File: config.mk
export PLATFORM = sky130hd
export DESIGN_NAME = worst_fit_block_allocator_unit
export DESIGN_NICKNAME = d
export VERILOG_FILES = /design/src/rtl/core/wfba_pkg.sv /design/src/rtl/core/wfba_cell.sv /design/src/rtl/core/worst_fit_block_allocator_unit.sv
export SDC_FILE = /design/constraint.sdc
export NUM_CORES = 1
export LEC_CHECK = 0
export BUFFER_PORTS_ARGS = -buffer_cell sky130_fd_sc_hd__buf_4
export CORE_MARGIN = 1
export CORE_UTILIZATION = 34
export DETAILED_ROUTE_END_ITERATION = 10
export GPL_ROUTABILITY_DRIVEN = 0
export GPL_TIMING_DRIVEN = 0
export PLACE_DENSITY_LB_ADDON = 0.3
export SLEW_MARGIN = 5
export SYNTH_ARGS = -nofsm -noshare
export SYNTH_HDL_FRONTEND = slang
export SYNTH_SLANG_ARGS = --single-unit
File: constraint.sdc
create_clock -name clk -period 6.4 [get_ports clk]
set_clock_uncertainty 0.2 [all_clocks]
set_input_delay 0.96 -clock clk [delete_from_list [all_inputs] [get_ports clk]]
set_output_delay 0.96 -clock clk [all_outputs]
set_load 0.1 [all_outputs]
File: src/rtl/core/wfba_pkg.sv
// shared types and constants of the worst-fit block allocator
`default_nettype none
package wfba_pkg;

	localparam int FREE_W  = 20;
	localparam int SLOT_W  = 4;
	localparam int AMT_W   = 16;
	localparam int CHOSE_W = 4;

	localparam logic OP_LOAD  = 1'b0;
	localparam logic OP_ALLOC = 1'b1;

	// per-cell control: ring rotation and a direct write
	typedef struct packed {
		logic shift;
		logic wr;
		logic wr_used;
	} wfba_cell_ctrl_t;

	typedef enum logic [2:0] {
		ST_IDLE = 3'b001,
		ST_SCAN = 3'b010,
		ST_FIN  = 3'b100
	} wfba_state_t;

endpackage
`default_nettype wire

File: src/rtl/core/wfba_cell.sv
// one block entry of the rotating ring: remaining size and used mark
`default_nettype none
module wfba_cell #(
	parameter int SIZE_BITS = 16
) (
	input  wire logic                      clk,
	input  wire logic                      arst_n,
	input  wire wfba_pkg::wfba_cell_ctrl_t ctrl,
	input  wire logic [SIZE_BITS-1:0]      wr_size,
	input  wire logic [SIZE_BITS-1:0]      nxt_size,
	input  wire logic                      nxt_used,
	output logic      [SIZE_BITS-1:0]      size,
	output logic                           used
);
	import wfba_pkg::*;

	logic [SIZE_BITS-1:0] size_q;
	logic                 used_q;

	always_ff @(posedge clk or negedge arst_n) begin
		if (!arst_n) begin
			size_q <= '0;
			used_q <= 1'b0;
		end else if (ctrl.wr) begin
			size_q <= wr_size;
			used_q <= ctrl.wr_used;
		end else if (ctrl.shift) begin
			size_q <= nxt_size;
			used_q <= nxt_used;
		end
	end

	assign size = size_q;
	assign used = used_q;

endmodule
`default_nettype wire

File: src/rtl/core/worst_fit_block_allocator_unit.sv
// worst-fit block allocator top level: ring of block cells, scan head and control
// a request is accepted, the block ring turns once past the scan head (one block per cycle),
//   then the finish state registers the result once the output register is free or being emptied
// one request at a time: in_stall is held until the previous request has finished
// reset: arst_n clears all block sizes and used marks, the control state and the
//   output valid; no clearing pass is needed
`default_nettype none
module worst_fit_block_allocator_unit #(
	parameter int NUM_BLOCKS = 16,
	parameter int SIZE_BITS  = 16
) (
	input  wire logic                          clk,
	input  wire logic                          arst_n,
	// request channel
	input  wire logic                          in_valid,
	output logic                               in_stall,
	input  wire logic                          op,
	input  wire logic [wfba_pkg::SLOT_W-1:0]   slot,
	input  wire logic [wfba_pkg::AMT_W-1:0]    amount,
	// result channel
	output logic                               out_valid,
	input  wire logic                          out_stall,
	output logic                               granted,
	output logic      [wfba_pkg::CHOSE_W-1:0]  chosen_block,
	output logic      [wfba_pkg::FREE_W-1:0]   untouched_free,
	output logic                               fragmented
);
	import wfba_pkg::*;

	localparam int IDX_W = (NUM_BLOCKS > 1) ? $clog2(NUM_BLOCKS) : 1;
	// wide enough for the sum of all blocks without overflow
	localparam int SUM_W = SIZE_BITS + IDX_W + 1;
	// common compare width for totals against the saturation limit
	localparam int CMP_W = (SUM_W > FREE_W) ? SUM_W + 1 : FREE_W + 1;
	localparam logic [IDX_W-1:0] LAST_IDX = IDX_W'(NUM_BLOCKS - 1);

	wfba_state_t state_q;

	// latched request
	logic             op_q;
	logic [AMT_W-1:0] amount_q;

	// scan head accumulators
	logic [IDX_W-1:0]     cnt_q;
	logic [SIZE_BITS-1:0] best_size_q;
	logic [IDX_W-1:0]     best_idx_q;
	logic                 best_used_q;
	logic [SUM_W-1:0]     sum_q;

	// ring of cells
	logic [SIZE_BITS-1:0] cell_size [NUM_BLOCKS];
	logic                 cell_used [NUM_BLOCKS];
	wfba_cell_ctrl_t      cell_ctrl [NUM_BLOCKS];
	logic [SIZE_BITS-1:0] wr_size;

	logic accept;
	logic fin_go;
	logic fit;
	logic [SIZE_BITS-1:0] load_size;
	logic [SIZE_BITS-1:0] new_size;
	logic [SUM_W-1:0]     total_raw;
	logic [CMP_W-1:0]     total_ext;
	logic [FREE_W-1:0]    total_sat;

	assign in_stall = (state_q != ST_IDLE);
	assign accept   = in_valid && !in_stall;
	// finish only when the output register is free or being emptied
	assign fin_go   = (state_q == ST_FIN) && !(out_valid && out_stall);

	// load amount fitted to a block's width
	assign load_size = SIZE_BITS'(32'(amount));

	// result arithmetic on the scan outcome
	assign fit      = (32'(amount_q) <= 32'(best_size_q));
	assign new_size = SIZE_BITS'(32'(best_size_q) - 32'(amount_q));

	always_comb begin
		// a granted request marks the best block used, so its size leaves the total
		if (op_q == OP_ALLOC && fit && !best_used_q) begin
			total_raw = sum_q - SUM_W'(best_size_q);
		end else begin
			total_raw = sum_q;
		end
		total_ext = CMP_W'(total_raw);
		if (total_ext > CMP_W'({FREE_W{1'b1}})) begin
			total_sat = {FREE_W{1'b1}};
		end else begin
			total_sat = FREE_W'(total_ext);
		end
	end

	// write data: a load at acceptance, a granted update at finish
	assign wr_size = accept ? load_size : new_size;

	generate
		for (genvar i = 0; i < NUM_BLOCKS; i++) begin : g_cell
			localparam int NXT = (i + 1) % NUM_BLOCKS;

			always_comb begin
				cell_ctrl[i].shift   = (state_q == ST_SCAN);
				cell_ctrl[i].wr      =
					(accept && op == OP_LOAD && 32'(slot) == 32'(i)) ||
					(fin_go && op_q == OP_ALLOC && fit && 32'(best_idx_q) == 32'(i));
				cell_ctrl[i].wr_used = !accept;
			end

			wfba_cell #(
				.SIZE_BITS (SIZE_BITS)
			) u_cell (
				.clk      (clk),
				.arst_n   (arst_n),
				.ctrl     (cell_ctrl[i]),
				.wr_size  (wr_size),
				.nxt_size (cell_size[NXT]),
				.nxt_used (cell_used[NXT]),
				.size     (cell_size[i]),
				.used     (cell_used[i])
			);
		end
	endgenerate

	// control: idle, one ring turn, finish
	always_ff @(posedge clk or negedge arst_n) begin
		if (!arst_n) begin
			state_q <= ST_IDLE;
			cnt_q   <= '0;
		end else begin
			unique case (state_q)
				ST_IDLE: begin
					if (accept) begin
						state_q <= ST_SCAN;
						cnt_q   <= '0;
					end
				end
				ST_SCAN: begin
					cnt_q <= cnt_q + 1'b1;
					// ring is back home after the last block passes the head
					if (cnt_q == LAST_IDX) begin
						state_q <= ST_FIN;
					end
				end
				ST_FIN: begin
					if (fin_go) begin
						state_q <= ST_IDLE;
					end
				end
				default: begin
					state_q <= ST_IDLE;
				end
			endcase
		end
	end

	// request latch
	always_ff @(posedge clk) begin
		if (accept) begin
			op_q     <= op;
			amount_q <= amount;
		end
	end

	// scan head: cell 0 shows block cnt_q during the turn
	always_ff @(posedge clk) begin
		if (state_q == ST_SCAN) begin
			// strict compare keeps the lowest index on ties
			if (cnt_q == '0 || cell_size[0] > best_size_q) begin
				best_size_q <= cell_size[0];
				best_idx_q  <= cnt_q;
				best_used_q <= cell_used[0];
			end
			if (cnt_q == '0) begin
				sum_q <= cell_used[0] ? '0 : SUM_W'(cell_size[0]);
			end else if (!cell_used[0]) begin
				sum_q <= sum_q + SUM_W'(cell_size[0]);
			end
		end
	end

	// output register
	always_ff @(posedge clk or negedge arst_n) begin
		if (!arst_n) begin
			out_valid <= 1'b0;
		end else if (fin_go) begin
			out_valid <= 1'b1;
		end else if (!out_stall) begin
			out_valid <= 1'b0;
		end
	end

	always_ff @(posedge clk) begin
		if (fin_go) begin
			untouched_free <= total_sat;
			if (op_q == OP_ALLOC) begin
				granted      <= fit;
				chosen_block <= fit ? CHOSE_W'(32'(best_idx_q)) : '0;
				fragmented   <= !fit && (CMP_W'(amount_q) <= CMP_W'(total_sat));
			end else begin
				granted      <= 1'b0;
				chosen_block <= '0;
				fragmented   <= 1'b0;
			end
		end
	end

endmodule
`default_nettype wire

* Yosys cells after proc, flatten, opt, wreduce, memory -nomap -nowiden
Index checks and enable logic that the tools add are counted.
Word-level totals: bits in registers 365, input bits 25, output and inout bits 28
Operators by class: add/sub/neg operators 4, $lt $le $gt $ge 4, eq/ne operators 40, muxes and demuxes 78, bitwise gates (word level) 1, reductions and logical operators 88
Operator list (number):
- 16-bit 2-to-1 mux | 34
- 4-bit equality test (second input constant) | 17
- 21-bit 2-to-1 mux | 3
- 1-bit logical AND | 41
- 1-bit 2-to-1 mux | 34
- 2-bit nonzero test | 17
- 4-bit by 3-bit equality test with 1-bit output (second input constant) | 8
- 21-bit by 16-bit adder with 21-bit output | 1
- 21-bit by 20-bit greater-than comparator with 1-bit output (second input constant) | 1
- 21-bit by 16-bit subtractor with 21-bit output | 1
- 16-bit by 20-bit <= comparator with 1-bit output | 1
- 20-bit 2-to-1 mux | 1
- 1-bit logical OR | 17
- 4-bit by 2-bit equality test with 1-bit output (second input constant) | 4
- 16-bit greater-than comparator | 1
- 16-bit <= comparator | 1
- 16-bit subtractor | 1
- 4-bit logical NOT | 3
- 3-bit 2-to-1 mux | 3
- 3-bit case mux with 3 select lines | 1
- 4-bit by 1-bit equality test with 1-bit output (second input constant) | 2
- 4-bit case mux with 2 select lines | 1
- 2-bit AND reduction | 4
- 2-bit != test (second input constant) | 3
- 10 further kinds | 15

* Depth between registers and ports, before layout
Gate-level depths: netlist (run 1).
depth in word-level cells 8, depth in mapped cells 22

* Modules after synthesis
A second synthesis (run 1) with hierarchy kept.
Second synthesis, totals: cells, all modules 1920, area total of the unflattened synthesis 19925.4 µm²
By module, submodules not included:
- wfba_cell | instances 16, cells an instance 73, area each 793.3 µm², seq. area each 425.4 µm²
- worst_fit_block_allocator_unit | instances 1, cells an instance 752, area each 7233.2 µm², seq. area each 2753.9 µm²

* Worst setup path before layout (run 1)
OpenSTA, ideal clock, no wires.
kind reg-to-reg, from reg amount_q[0], to reg fragmented, data pin, setup time 0.160 ns, arrival 4.104 ns, path slack 1.935 ns, stages on the path, launching flop included 18, cells stage by stage edfxtp_1 -> ha_1 -> fa_1 -> nand2b_1 -> a21oi_1 -> o21ai_1 -> a31oi_4 -> o2111ai_4 -> nor4b_4 -> xnor2_1 -> buf_2 -> and2_1 -> ha_1 -> nand4_1 -> or2_2 -> o311ai_0 -> nor2_1 -> a41oi_1
Between the ends: cells in the longest elaborated chain, start to end 8, elaborated cells between the ends (all ways) 9
Ends and longest elaborated chain:
- start: declaration | RTL line worst_fit_block_allocator_unit.sv:41 | logic [AMT_W-1:0] amount_q;
- start signal: assignment | RTL line worst_fit_block_allocator_unit.sv:158 | amount_q <= amount;
- 16-bit <= comparator | RTL line worst_fit_block_allocator_unit.sv:74 | assign fit = (32'(amount_q) <= 32'(best_size_q));
- 1-bit logical AND (2 in a row) | RTL line worst_fit_block_allocator_unit.sv:79 | if (op_q == OP_ALLOC && fit && !best_used_q) begin
- 21-bit 2-to-1 mux | RTL line worst_fit_block_allocator_unit.sv:79
- 21-bit by 20-bit greater-than comparator with 1-bit output | RTL line worst_fit_block_allocator_unit.sv:85 | if (total_ext > CMP_W'({FREE_W{1'b1}})) begin
- 20-bit 2-to-1 mux | RTL line worst_fit_block_allocator_unit.sv:85
- 16-bit by 20-bit <= comparator with 1-bit output | RTL line worst_fit_block_allocator_unit.sv:196 | fragmented <= !fit && (CMP_W'(amount_q) <= CMP_W'(total_sat));
- 1-bit logical AND * | RTL line worst_fit_block_allocator_unit.sv:196
- end signal: assignment | RTL line worst_fit_block_allocator_unit.sv:196
- end: declaration | RTL line worst_fit_block_allocator_unit.sv:26 | output logic fragmented
Mark *: on every way between the ends. The rest lies on a longest branch, timed or not. A chain may end at the register's enable or synchronous reset.

* Worst setup path after layout (run 1)
from reg best_size_q[0], to reg fragmented, data pin
Between the ends: cells in the longest elaborated chain, start to end 8, elaborated cells between the ends (all ways) 10
Ends and longest elaborated chain:
- start: declaration | RTL line worst_fit_block_allocator_unit.sv:45 | logic [SIZE_BITS-1:0] best_size_q;
- start signal: assignment | RTL line worst_fit_block_allocator_unit.sv:167 | best_size_q <= cell_size[0];
- 16-bit <= comparator | RTL line worst_fit_block_allocator_unit.sv:74
- 1-bit logical AND (2 in a row) | RTL line worst_fit_block_allocator_unit.sv:79
- 21-bit 2-to-1 mux | RTL line worst_fit_block_allocator_unit.sv:79
- 21-bit by 20-bit greater-than comparator with 1-bit output | RTL line worst_fit_block_allocator_unit.sv:85
- 20-bit 2-to-1 mux | RTL line worst_fit_block_allocator_unit.sv:85
- 16-bit by 20-bit <= comparator with 1-bit output | RTL line worst_fit_block_allocator_unit.sv:196
- 1-bit logical AND * | RTL line worst_fit_block_allocator_unit.sv:196
Marked as above.

==> results of run 1 <==
-- layout make-up --
class / count / area (sq um) / area share
Timing Repair Buffer: 55 / 475 / 0.0216
Clock buffer: 66 / 1280 / 0.0585
Antenna cell: 2 / 5.00 / 0.000228
Clock inverter: 10 / 93.8 / 0.00427
Buffer: 116 / 462 / 0.0210
Tap cell: 748 / 936 / 0.0426
Inverter: 62 / 233 / 0.0106
Multi-Input combinational cell: 1395 / 8920 / 0.406
Sequential cell: 365 / 9560 / 0.435
-- worst max-delay path, delay by kind of cell (launching register included) --
family,cells,cell delay [ps]
AOI/OAI and AO/OA,8,2110
xor gates and xnor gates,1,400
adders and majority gates,3,850
buffers and inverters,2,430
DFF,1,410
and+or+nand+nor,6,850
-- cell usage after synthesis, types with 21 or more instances --
cell / number / area share
nand2_1: 249 / 0.049
nor2_1: 180 / 0.035
and3_1: 114 / 0.037
ha_1: 82 / 0.054
a21o_1: 43 / 0.017
a22oi_1: 21 / 0.0082
nor3_1: 26 / 0.0068
clkbuf_1: 90 / 0.018
a22o_1: 28 / 0.013
nand3_1: 41 / 0.011
o21ai_0: 57 / 0.015
xnor2_1: 25 / 0.011
dfrtp_1: 279 / 0.36
edfxtp_1: 85 / 0.13
a21oi_1: 143 / 0.037
a221o_1: 130 / 0.068
inv_1: 61 / 0.012
-- per-stage QoR --
stage / setup slack, ps / hold WS (ps) / utilization / std cells
6_report: 948 / 160 / 0.397 / 2819
5_1_grt: 511 / 220 / 0.396 / 2817
4_1_cts: 946 / 189 / 0.396 / 2817
3_5_place_dp: 995 / 265 / 0.372 / 2741
3_3_place_gp: 727 / 258 / 0.370 / 2737
2_1_floorplan: 1940 / 246 / - / 1938
-- metal layers --
metal,global-route usage,part of all wire,vias to the layer above
met3,0.0269,0.068,123
met4,0.0886,0.037,0
met1,0.299,0.44,7889
li1,-,-,7315
met5,0,0,-
met2,0.348,0.46,629
-- worst max-delay path by stage --
stage                                    end  cells after the start                     start
floorplan           fragmented$_SDFFCE_PN0P_                     17     amount_q[0]$_DFFE_PP_
global placement    best_size_q[0]$_DFFE_PP_                      8    state_q[1]$_DFFE_PN0P_
detailed placement  fragmented$_SDFFCE_PN0P_                     19  best_size_q[0]$_DFFE_PP_
CTS                 fragmented$_SDFFCE_PN0P_                     18  best_size_q[0]$_DFFE_PP_
global route        fragmented$_SDFFCE_PN0P_                     18  best_size_q[0]$_DFFE_PP_
finish              fragmented$_SDFFCE_PN0P_                     20  best_size_q[0]$_DFFE_PP_
-- report_power, final --
group	switching, W	leakage, nW	total [W]	internal (W)
Sequential	0.000623	4.50	0.00388	0.00326
Combinational	0.00275	4.75	0.00432	0.00157
Clock	0.00103	0.675	0.00245	0.00142
Total	0.00440	9.92	0.0107	0.00625
-- state kept, by name, summed over array words and instances (netlist names) --
signal,count
granted,1
state_q,3
g_cell.u_cell.used,16
best_idx_q,4
untouched_free,20
cnt_q,4
op_q,1
best_used_q,1
out_valid,1
sum_q,21
amount_q,16
fragmented,1
best_size_q,16
g_cell.u_cell.size,256
chosen_block,4
-- cell families (layout without fill, tap and decap cells) --
logic type                 Yosys count  in the layout  share of synthesized area
and+or+nand+nor                    724            724                      0.179
AOI/OAI and AO/OA                  537            537                      0.207
DFF                                365            365                      0.499
buffers and inverters              178            309                     0.0362
adders and majority gates           85             85                     0.0567
xor gates and xnor gates            45             45                     0.0206
muxes                                4              4                    0.00209
other                                0              2                          0
==> summary.md, run 1 <==
| Metric | Value |
|---|---|
| RR Endpoint | `fragmented$_SDFFCE_PN0P_` |
| Fillcell total | `5439` |
| Final period util | `0.852` |
| Design area | `between 20000 and 25000 sq um` |
| Worst Max-Slew Pin Slew | `approximately 1200 ps` |
| Crit-path max FO | `10` |
| Power Total | `0.0107 W` |
| WL/cell | `21.8 microns` |
| Worst path max stage delay | `440 ps` |
| Worst path cell trace | `inv_1 > ha_1 > fa_1 > nand2b_1 > a21oi_1 > o21ai_1 > a31oi_4 > o2111ai_4 > nor4b_4 > xnor2_1 > buf_2 > o211a_1 > ha_1 > nand2_1 > nor2_1 > a211oi_1 > o211ai_1 > nor2_1 > nor2_1 > a41oi_1` |
| Kind of critical path | `reg -> reg` |
| Max IR drop VDD | `0.241 mV` |
| H-tree Lvls | `2` |
| Class of the worst hold path | `in -> async` |
| Outcome | `completed` |
| Setup violators final | `0` |
| Clk slew on worst S/H paths | `60 ps` |
| Die Ht | `239 microns` |
| HPWL Detailed | `45800 microns` |
| Die ar. | `57300 sq um` |
| Clock latency on the worst-skew pair | `590 ps` |
| Mapped Avg Cell Area | `9.89 sq um` |
| Post CTS Setup Buffer Count | `0` |
| Gr usage total | `0.218` |
| #FFs+latches synth | `365` |
| Required @ worst endpoint | `6610 ps` |
| Port Buf Inserts | `51` |
| FF-to-FF path depth | `20` |
| Mapped cell area | `19200 sq um` |
| Main synth FF type | `dfrtp_1` |
| Commonest non-fill, non-tap cell in the layout | `dfrtp_1` |
| Antenna violations before repair | `0` |
| Headroom to the max-slew limit | `0.165` |
| Ys Warns | `0` |
| Final Max Tran Viols | `0` |
| WL final | `between 60000 and 70000 microns` |
| Vias post-DR | `16000` |
| CTS Hold Bufs | `0` |
| Ys async rst share | `0.767` |
| Hold Vio Cnt, Final | `0` |
| Die W | `239 microns` |
| Initial Util | `0.346` |
| Layout cells sized above 1 | `0.0802` |
| Total CTS buffers | `42` |
| CTS tree | `built` |
| Reg2Reg Setup Slack | `950 ps` |
| Mapped Nets | `2048` |
| DRT iter0 DRCs | `between 1500 and 2000` |
| CTS root buffer | `clkbuf_16` |
| Reg2Reg Launch Point | `best_size_q[0]$_DFFE_PP_` |
| Overflow after GRT | `0` |
| CP Capture Type | `flip-flop` |
| Arrival time worst endpoint | `roughly 5700 ps` |
| Largest net degree at the start of global routing | `118` |
| Mapped Cells | `1938` |
| LEAKAGE | `9.92 nW` |
| Vias/cell | `5.66` |
| Max-cap violations | `0` |
| Seq/Total Area, Yosys | `0.499` |
| First-pass GRT wire length | `95000 microns` |
| Most used cell, CP | `nor2_1` |
| Core area | `55400 sq um` |
| RSZ-0062 raised after global routing | `no` |
| Resized cells post-CTS | `0` |
| P per Cell Area | `~480 nW/um^2` |
| DRC viols | `0` |
| Fmax | `183 MHz` |
| Area growth syn-to-layout | `14.6%` |
| Post-layout min period | `5450 ps` |
| Slowest-stage cell, CP | `a31oi_4` |
| Initial DRT Pass Iterations | `5` |
| Vias in the first global route | `~16000` |
| # IOs | `between 50 and 60` |
| Number of synthesized flops with an enable pin | `85` |
| Routed Antenna Nets | `0` |
| CTS Sinks | `around 370` |
| Rows | `86` |
| Nets | `2147` |
| DP Area | `20600 sq um` |
| Synth cell types | `72` |
| Startpoint types | `flip-flop` |
| Setup TNS | `0 ps` |
| CTS Buffer Depth | `3` |
| Commonest non-fill, non-tap cells in the layout | `dfrtp_1 (279), nand2_1 (249), nor2_1 (180)` |
Note: power is estimated with default switching activity, not from simulation.
==> inputs of run 2 (changes only) <==
==> constraint.sdc (replaced) <==
create_clock -name clk -period 4.8 [get_ports clk]
set_clock_uncertainty 0.2 [all_clocks]
set_input_delay 0.72 -clock clk [delete_from_list [all_inputs] [get_ports clk]]
set_output_delay 0.72 -clock clk [all_outputs]
set_load 0.1 [all_outputs]
==> summary.md, run 2 (same netlist as run 1, synthesis figures left out) <==
| Metric | Value |
|---|---|
| Hold path startpoint | `amount[5]` |
| Startpoint types | `flip-flop` |
| FF-to-FF path depth | `21` |
| Number of flip-flops in the largest register | `256` |
| Hold Path End | `amount_q[5]$_DFFE_PP_` |
| H-tree Lvls | `2` |
| Layout cells sized above 1 | `0.0904` |
| Commonest non-fill, non-tap cell in the layout | `dfrtp_1` |
| Post-layout min period | `4690 ps` |
| CP startpoint | `best_size_q[0]$_DFFE_PP_` |
| Final Max Tran Viols | `0` |
| Routed Antenna Nets | `0` |
| Outcome | `completed` |
| Max IR drop VDD | `0.321 mV` |
| Vias in the first global route | `15800` |
| Overflow after GRT | `0` |
| WL final | `between 60000 and 70000 microns` |
| Nets | `2157` |
| Final Util | `0.399` |
| HPWL Detailed | `45800 microns` |
| Setup violators final | `0` |
| Kind of critical path | `reg -> reg` |
| Hold Path Stages | `1` |
| Arrival time worst endpoint | `4790 ps` |
| Clock latency on the worst-skew pair | `580 ps` |
| Hold Vio Cnt, Final | `0` |
| Required @ worst endpoint | `4890 ps` |
| Final period util | `0.978` |
| RR Endpoint | `fragmented$_SDFFCE_PN0P_` |
| Slowest-stage cell, CP | `edfxtp_1` |
| Largest net degree at the start of global routing | `around 120` |
| DRC viols | `0` |
| Diode count | `0` |
| Port Buf Inserts | `51` |
| Die ar. | `57300 sq um` |
| Most used cell, CP | `nor2_1` |
| Area growth syn-to-layout | `15.4%` |
| CTS Buffer Depth | `3` |
| Commonest non-fill, non-tap cells in the layout | `dfrtp_1 (279), nand2_1 (249), nor2_1 (179)` |
| Rows | `86` |
| Worst path max stage delay | `around 390 ps` |
| Vias post-DR | `16100` |
| Vias/cell | `5.68` |
| Initial DRT Pass Iterations | `5` |
| # IOs | `53` |
| Worst Max-Slew Pin Slew | `1230 ps` |
| Antenna violations before repair | `0` |
| DRT iter0 DRCs | `roughly 1600` |
| CTS tree | `built` |
| Fmax | `approximately 210 MHz` |
| Die W | `239 microns` |
| Reg2Reg Setup Slack | `110 ps` |
| Gr usage total | `0.219` |
| CTS root buffer | `clkbuf_16` |
| Headroom to the max-slew limit | `0.157` |
| Worst path cell trace | `buf_4 > ha_1 > inv_1 > fa_2 > a21oi_2 > o22ai_1 > o41ai_2 > nor2_1 > o21a_1 > nor4b_4 > buf_4 > xnor2_4 > buf_6 > and2_1 > ha_1 > nand4_1 > or2_2 > o211ai_1 > nor2_1 > nor2_1 > a41oi_1` |
| Initial Util | `0.346` |
| CP Buf/Inv Count | `4` |
| Die Ht | `239 microns` |
| Total CTS buffers | `42` |
| RSZ-0062 raised after global routing | `yes` |
| P per Cell Area | `around 650 nW/um^2` |
| WL/cell | `21.9 microns` |
| Class of the worst hold path | `in -> reg` |
| Crit-path leading delay family | `compound AO/OA/AOI/OAI gates` |
| LEAKAGE | `9.99 nW` |
| Clk slew on worst S/H paths | `about 60 ps` |
| Core area | `about 55000 sq um` |
| CTS Sinks | `365` |
| Crit-path max FO | `10` |
| Power Total | `0.0143 W` |
| First-pass GRT wire length | `~95000 microns` |
| Reg2Reg Launch Point | `best_size_q[0]$_DFFE_PP_` |
| Max-cap violations | `0` |
| CP Capture Type | `flip-flop` |
[run 2: where the power goes]
group          leakage (nW)  switching, W  total (W)  internal, W
Clock                 0.675       0.00137    0.00327      0.00190
Combinational          4.82       0.00371    0.00585      0.00213
Sequential             4.50      0.000835    0.00518      0.00435
Total                  9.99       0.00592     0.0143      0.00838
[run 2: worst max path at each step]
stage                                           to  cells after the start
after floorplan           fragmented$_SDFFCE_PN0P_                     17
after global placement    best_size_q[0]$_DFFE_PP_                      8
after detailed placement  fragmented$_SDFFCE_PN0P_                     19
after CTS                 fragmented$_SDFFCE_PN0P_                     21
after global routing      fragmented$_SDFFCE_PN0P_                     21
final                     fragmented$_SDFFCE_PN0P_                     21
[run 2: layout make-up]
| type | count | area (sq um) |
|---|---|---|
| inverters | 62 | 233 |
| multi-input cells | 1395 | 8990 |
| plain buffers | 116 | 472 |
| clock inverters | 10 | 93.8 |
| repair buffers | 65 | 553 |
| fillers | 5432 | 33300 |
| clock buffers | 66 | 1280 |
| flip-flops and latches | 365 | 9560 |
| well taps | 748 | 936 |
[run 2: worst register-to-register path, cell delays in order (launching register included)]
cell      delay, ps
edfxtp_1        390
buf_4           130
ha_1            150
inv_1            50
fa_2            360
a21oi_2         170
o22ai_1         130
o41ai_2         340
nor2_1          140
o21a_1          240
nor4b_4         210
buf_4           190
xnor2_4         120
buf_6           190
and2_1          140
ha_1            290
nand4_1         120
or2_2           350
o211ai_1        190
nor2_1           60
nor2_1          140
a41oi_1         130
[run 2: metrics by stage]
step	setup WS (ps)	TNS (ps)	std cells	hold WS (ps)	cell area, sq um
2_1_floorplan	335	0	1938	224	19200
3_3_place_gp	-873	-18950	2737	258	20500
3_5_place_dp	-605	-605	2741	265	20600
4_1_cts	17.1	0	2825	104	22100
5_1_grt	-37.7	-37.7	2827	125	22100
6_report	107	0	2827	126	22100
[run 2: repair_timing]
| action | CTS | global route |
|---|---|---|
| buffers inserted | 7 | 2 |
| hold buffers | 1 | 0 |
| pin swaps | 7 | 8 |
| endpoints found under the hold margin | 85 | 0 |
| gates resized for setup | 10 | 12 |
| setup endpoints to repair | 1 | 13 |
[run 2: per-layer routing]
metal / GRT usage / share of wire / vias to the layer above / wire length (microns)
li1: - / - / 7341 / -
met1: 0.299 / 0.45 / 7948 / 27600
met2: 0.350 / 0.46 / 635 / 28200
met3: 0.0269 / 0.057 / 132 / 3530
met4: 0.0905 / 0.040 / 0 / 2460
met5: 0 / 0 / - / 0
==> inputs of run 3 (changes only) <==
--- a/config.mk
+++ b/config.mk
@@ -8,6 +8,7 @@
 export BUFFER_PORTS_ARGS = -buffer_cell sky130_fd_sc_hd__buf_4
 export CORE_MARGIN = 1
 export CORE_UTILIZATION = 34
+export CTS_BUF_LIST = sky130_fd_sc_hd__clkbuf_8
 export DETAILED_ROUTE_END_ITERATION = 10
 export GPL_ROUTABILITY_DRIVEN = 0
 export GPL_TIMING_DRIVEN = 0
==> summary.md, run 3 (same netlist as run 1, synthesis figures left out) <==
| Metric | Value |
|---|---|
| Cells after DPL | `between 2000 and 3000` |
| Initial DRT Pass Iterations | `5` |
| Max-cap violations | `0` |
| CTS Buffer Depth | `3` |
| HPWL Detailed | `45800 microns` |
| Area of the multi-input gates | `9000 sq um` |
| Port Buf Inserts | `just over 50` |
| DRT iter0 DRCs | `1448` |
| DP Area | `20600 sq um` |
| Clock share of power | `0.210` |
| Number of flip-flops in the largest register | `between 200 and 300` |
| Initial Util | `0.346` |
| Internal power | `0.00803 W` |
| Sequential power share | `0.371` |
| P per Cell Area | `633 nW/um^2` |
| WL/cell | `~22 microns` |
| Headroom to the max-slew limit | `0.164` |
| CTS root buffer | `clkbuf_8` |
| Gr usage total | `0.221` |
| # IOs | `53` |
| Pre-CTS setup slack | `-605 ps` |
| Setup violators final | `0` |
| CTS Sinks | `365` |
| Final WS setup | `74.6 ps` |
| Die W | `approximately 240 microns` |
| Vias/cell | `5.64` |
| Max IR drop VDD | `0.225 mV` |
| Rows | `86` |
| Hold Vio Cnt, Final | `0` |
| Final Max Tran Viols | `0` |
| WL final | `62100 microns` |
| Vias in the first global route | `16000` |
| Outcome | `completed` |
| Comb pwr share | `0.419` |
| Net Switching | `slightly below 0.006 W` |
| CTS tree | `built` |
| Reg2Reg Setup Slack | `70 ps` |
| Fmax | `212 MHz` |
| FF-to-FF path depth | `21` |
| Clk slew on worst S/H paths | `~60 ps` |
| Commonest non-fill, non-tap cell in the layout | `dfrtp_1` |
| Area growth syn-to-layout | `15.0%` |
| Core area | `55400 sq um` |
| Routed Antenna Nets | `0` |
| Switching Fraction | `0.424` |
| Design area | `22000 sq um` |
| Worst Max-Slew Pin Slew | `1220 ps` |
| Final period util | `0.984` |
| LEAKAGE | `10.1 nW` |
| Largest net degree at the start of global routing | `118` |
| Die Ht | `239 microns` |
| Vias post-DR | `16200` |
| Arrival time worst endpoint | `4870 ps` |
| Fillcell total | `5466` |
| Worst Setup EP | `fragmented$_SDFFCE_PN0P_` |
| Layout Cells excl Fill | `around 2900` |
| Reg2Reg Launch Point | `best_size_q[0]$_DFFE_PP_` |
| Antenna violations before repair | `1` |
| Required @ worst endpoint | `approximately 5000 ps` |
| Kind of critical path | `reg -> reg` |
| Crit-path max FO | `7` |
| Total CTS buffers | `67` |
| Die ar. | `roughly 57000 sq um` |
| Layout cells sized above 1 | `0.102` |
| Sequential Area | `9560 sq um` |
| RSZ-0062 raised after global routing | `yes` |
| RR Endpoint | `fragmented$_SDFFCE_PN0P_` |
| Clock latency on the worst-skew pair | `640 ps` |
| Overflow after GRT | `0` |
| Post-layout min period | `~4700 ps` |
| CP Capture Type | `flip-flop` |
| Nets | `2182` |
| First-pass GRT wire length | `96100 microns` |
| Class of the worst hold path | `in -> reg` |
| DRC viols | `0` |
| Commonest non-fill, non-tap cells in the layout | `dfrtp_1 (279), nand2_1 (249), nor2_1 (179)` |
| Setup TNS | `0 ps` |
| Startpoint types | `flip-flop` |
| H-tree Lvls | `3` |
| CP startpoint | `best_size_q[0]$_DFFE_PP_` |
| Power Total | `0.0140 W` |
-- run 3: timing repair --
action / CTS / global route
hold buffers: 1 / 0
endpoints found under the hold margin: 85 / 0
resized for setup: 10 / 12
endpoints found under the setup margin: 1 / 13
setup buffers: 8 / 1
pin swaps: 8 / 4
-- run 3: worst max-delay path, stage by stage (launching register included) --
cell and delay (ps):
edfxtp_1 380, buf_4 130, ha_1 150, inv_1 50, fa_2 360, a21oi_2 160
o22ai_1 130, o41ai_2 340, nor2_1 140, o21a_1 240, nor4b_4 270, buf_4 180
buf_4 120, xnor2_2 190, nor2_1 110, ha_1 310, nand4_1 110, or2_2 350
o211ai_1 190, nor2_1 60, nor2_1 130, a41oi_1 120
-- run 3: area by class of cell --
| class | instances | area share |
|---|---|---|
| Sequential cell | 365 | 0.434 |
| Clock inverter | 30 | 0.00625 |
| Timing Repair Buffer | 65 | 0.0251 |
| Buffer | 116 | 0.0214 |
| Multi-Input combinational cell | 1395 | 0.408 |
| Tap cell | 748 | 0.0425 |
| Clock buffer | 83 | 0.0518 |
| Antenna cell | 2 | 0.000227 |
| Inverter | 62 | 0.0106 |
-- run 3: stage by stage --
step / hold WS (ps) / util
2_1_floorplan: 224 / -
3_3_place_gp: 258 / 0.370
3_5_place_dp: 265 / 0.372
4_1_cts: 25.9 / 0.397
5_1_grt: 33.0 / 0.398
6_report: 66.6 / 0.398
-- run 3: worst min path at each step --
stage                                         start                                    to  slack [ps]  cells past startpoint
4_1_cts                                   amount[5]                 amount_q[5]$_DFFE_PP_          30                      1
2_1_floorplan                                arst_n                  cnt_q[0]$_DFFE_PN0P_         220                      0
3_3_place_gp   g_cell[2].u_cell.size[6]$_DFFE_PN0P_  g_cell[2].u_cell.size[6]$_DFFE_PN0P_         260                      1
5_1_grt                                   amount[5]                 amount_q[5]$_DFFE_PP_          30                      1
3_5_place_dp   g_cell[5].u_cell.size[5]$_DFFE_PN0P_  g_cell[5].u_cell.size[5]$_DFFE_PN0P_         260                      2
6_report                                  amount[5]                 amount_q[5]$_DFFE_PP_          70                      1
-- run 3: metal layers --
layer  track usage  vias up  routed length (microns)  part of all wire
met5             0        -                        0                 0
met4        0.0965        0                     2460             0.040
met3        0.0385      149                     3690             0.059
met2         0.349      610                    28400              0.46
met1         0.298     8003                    27500              0.44
li1              -     7389                        -                 -
-- run 3: power by group through the flow --
| stage | clock network, W | registers [W] | logic (W) |
|---|---|---|---|
| after floorplan | 0 | 0.00485 | 0.00404 |
| after global placement | 0 | 0.00518 | 0.00551 |
| after detailed placement | 0 | 0.00519 | 0.00568 |
| after CTS | 0.00298 | 0.00515 | 0.00576 |
| after global routing | 0.00313 | 0.00529 | 0.00645 |
| final | 0.00293 | 0.00518 | 0.00584 |
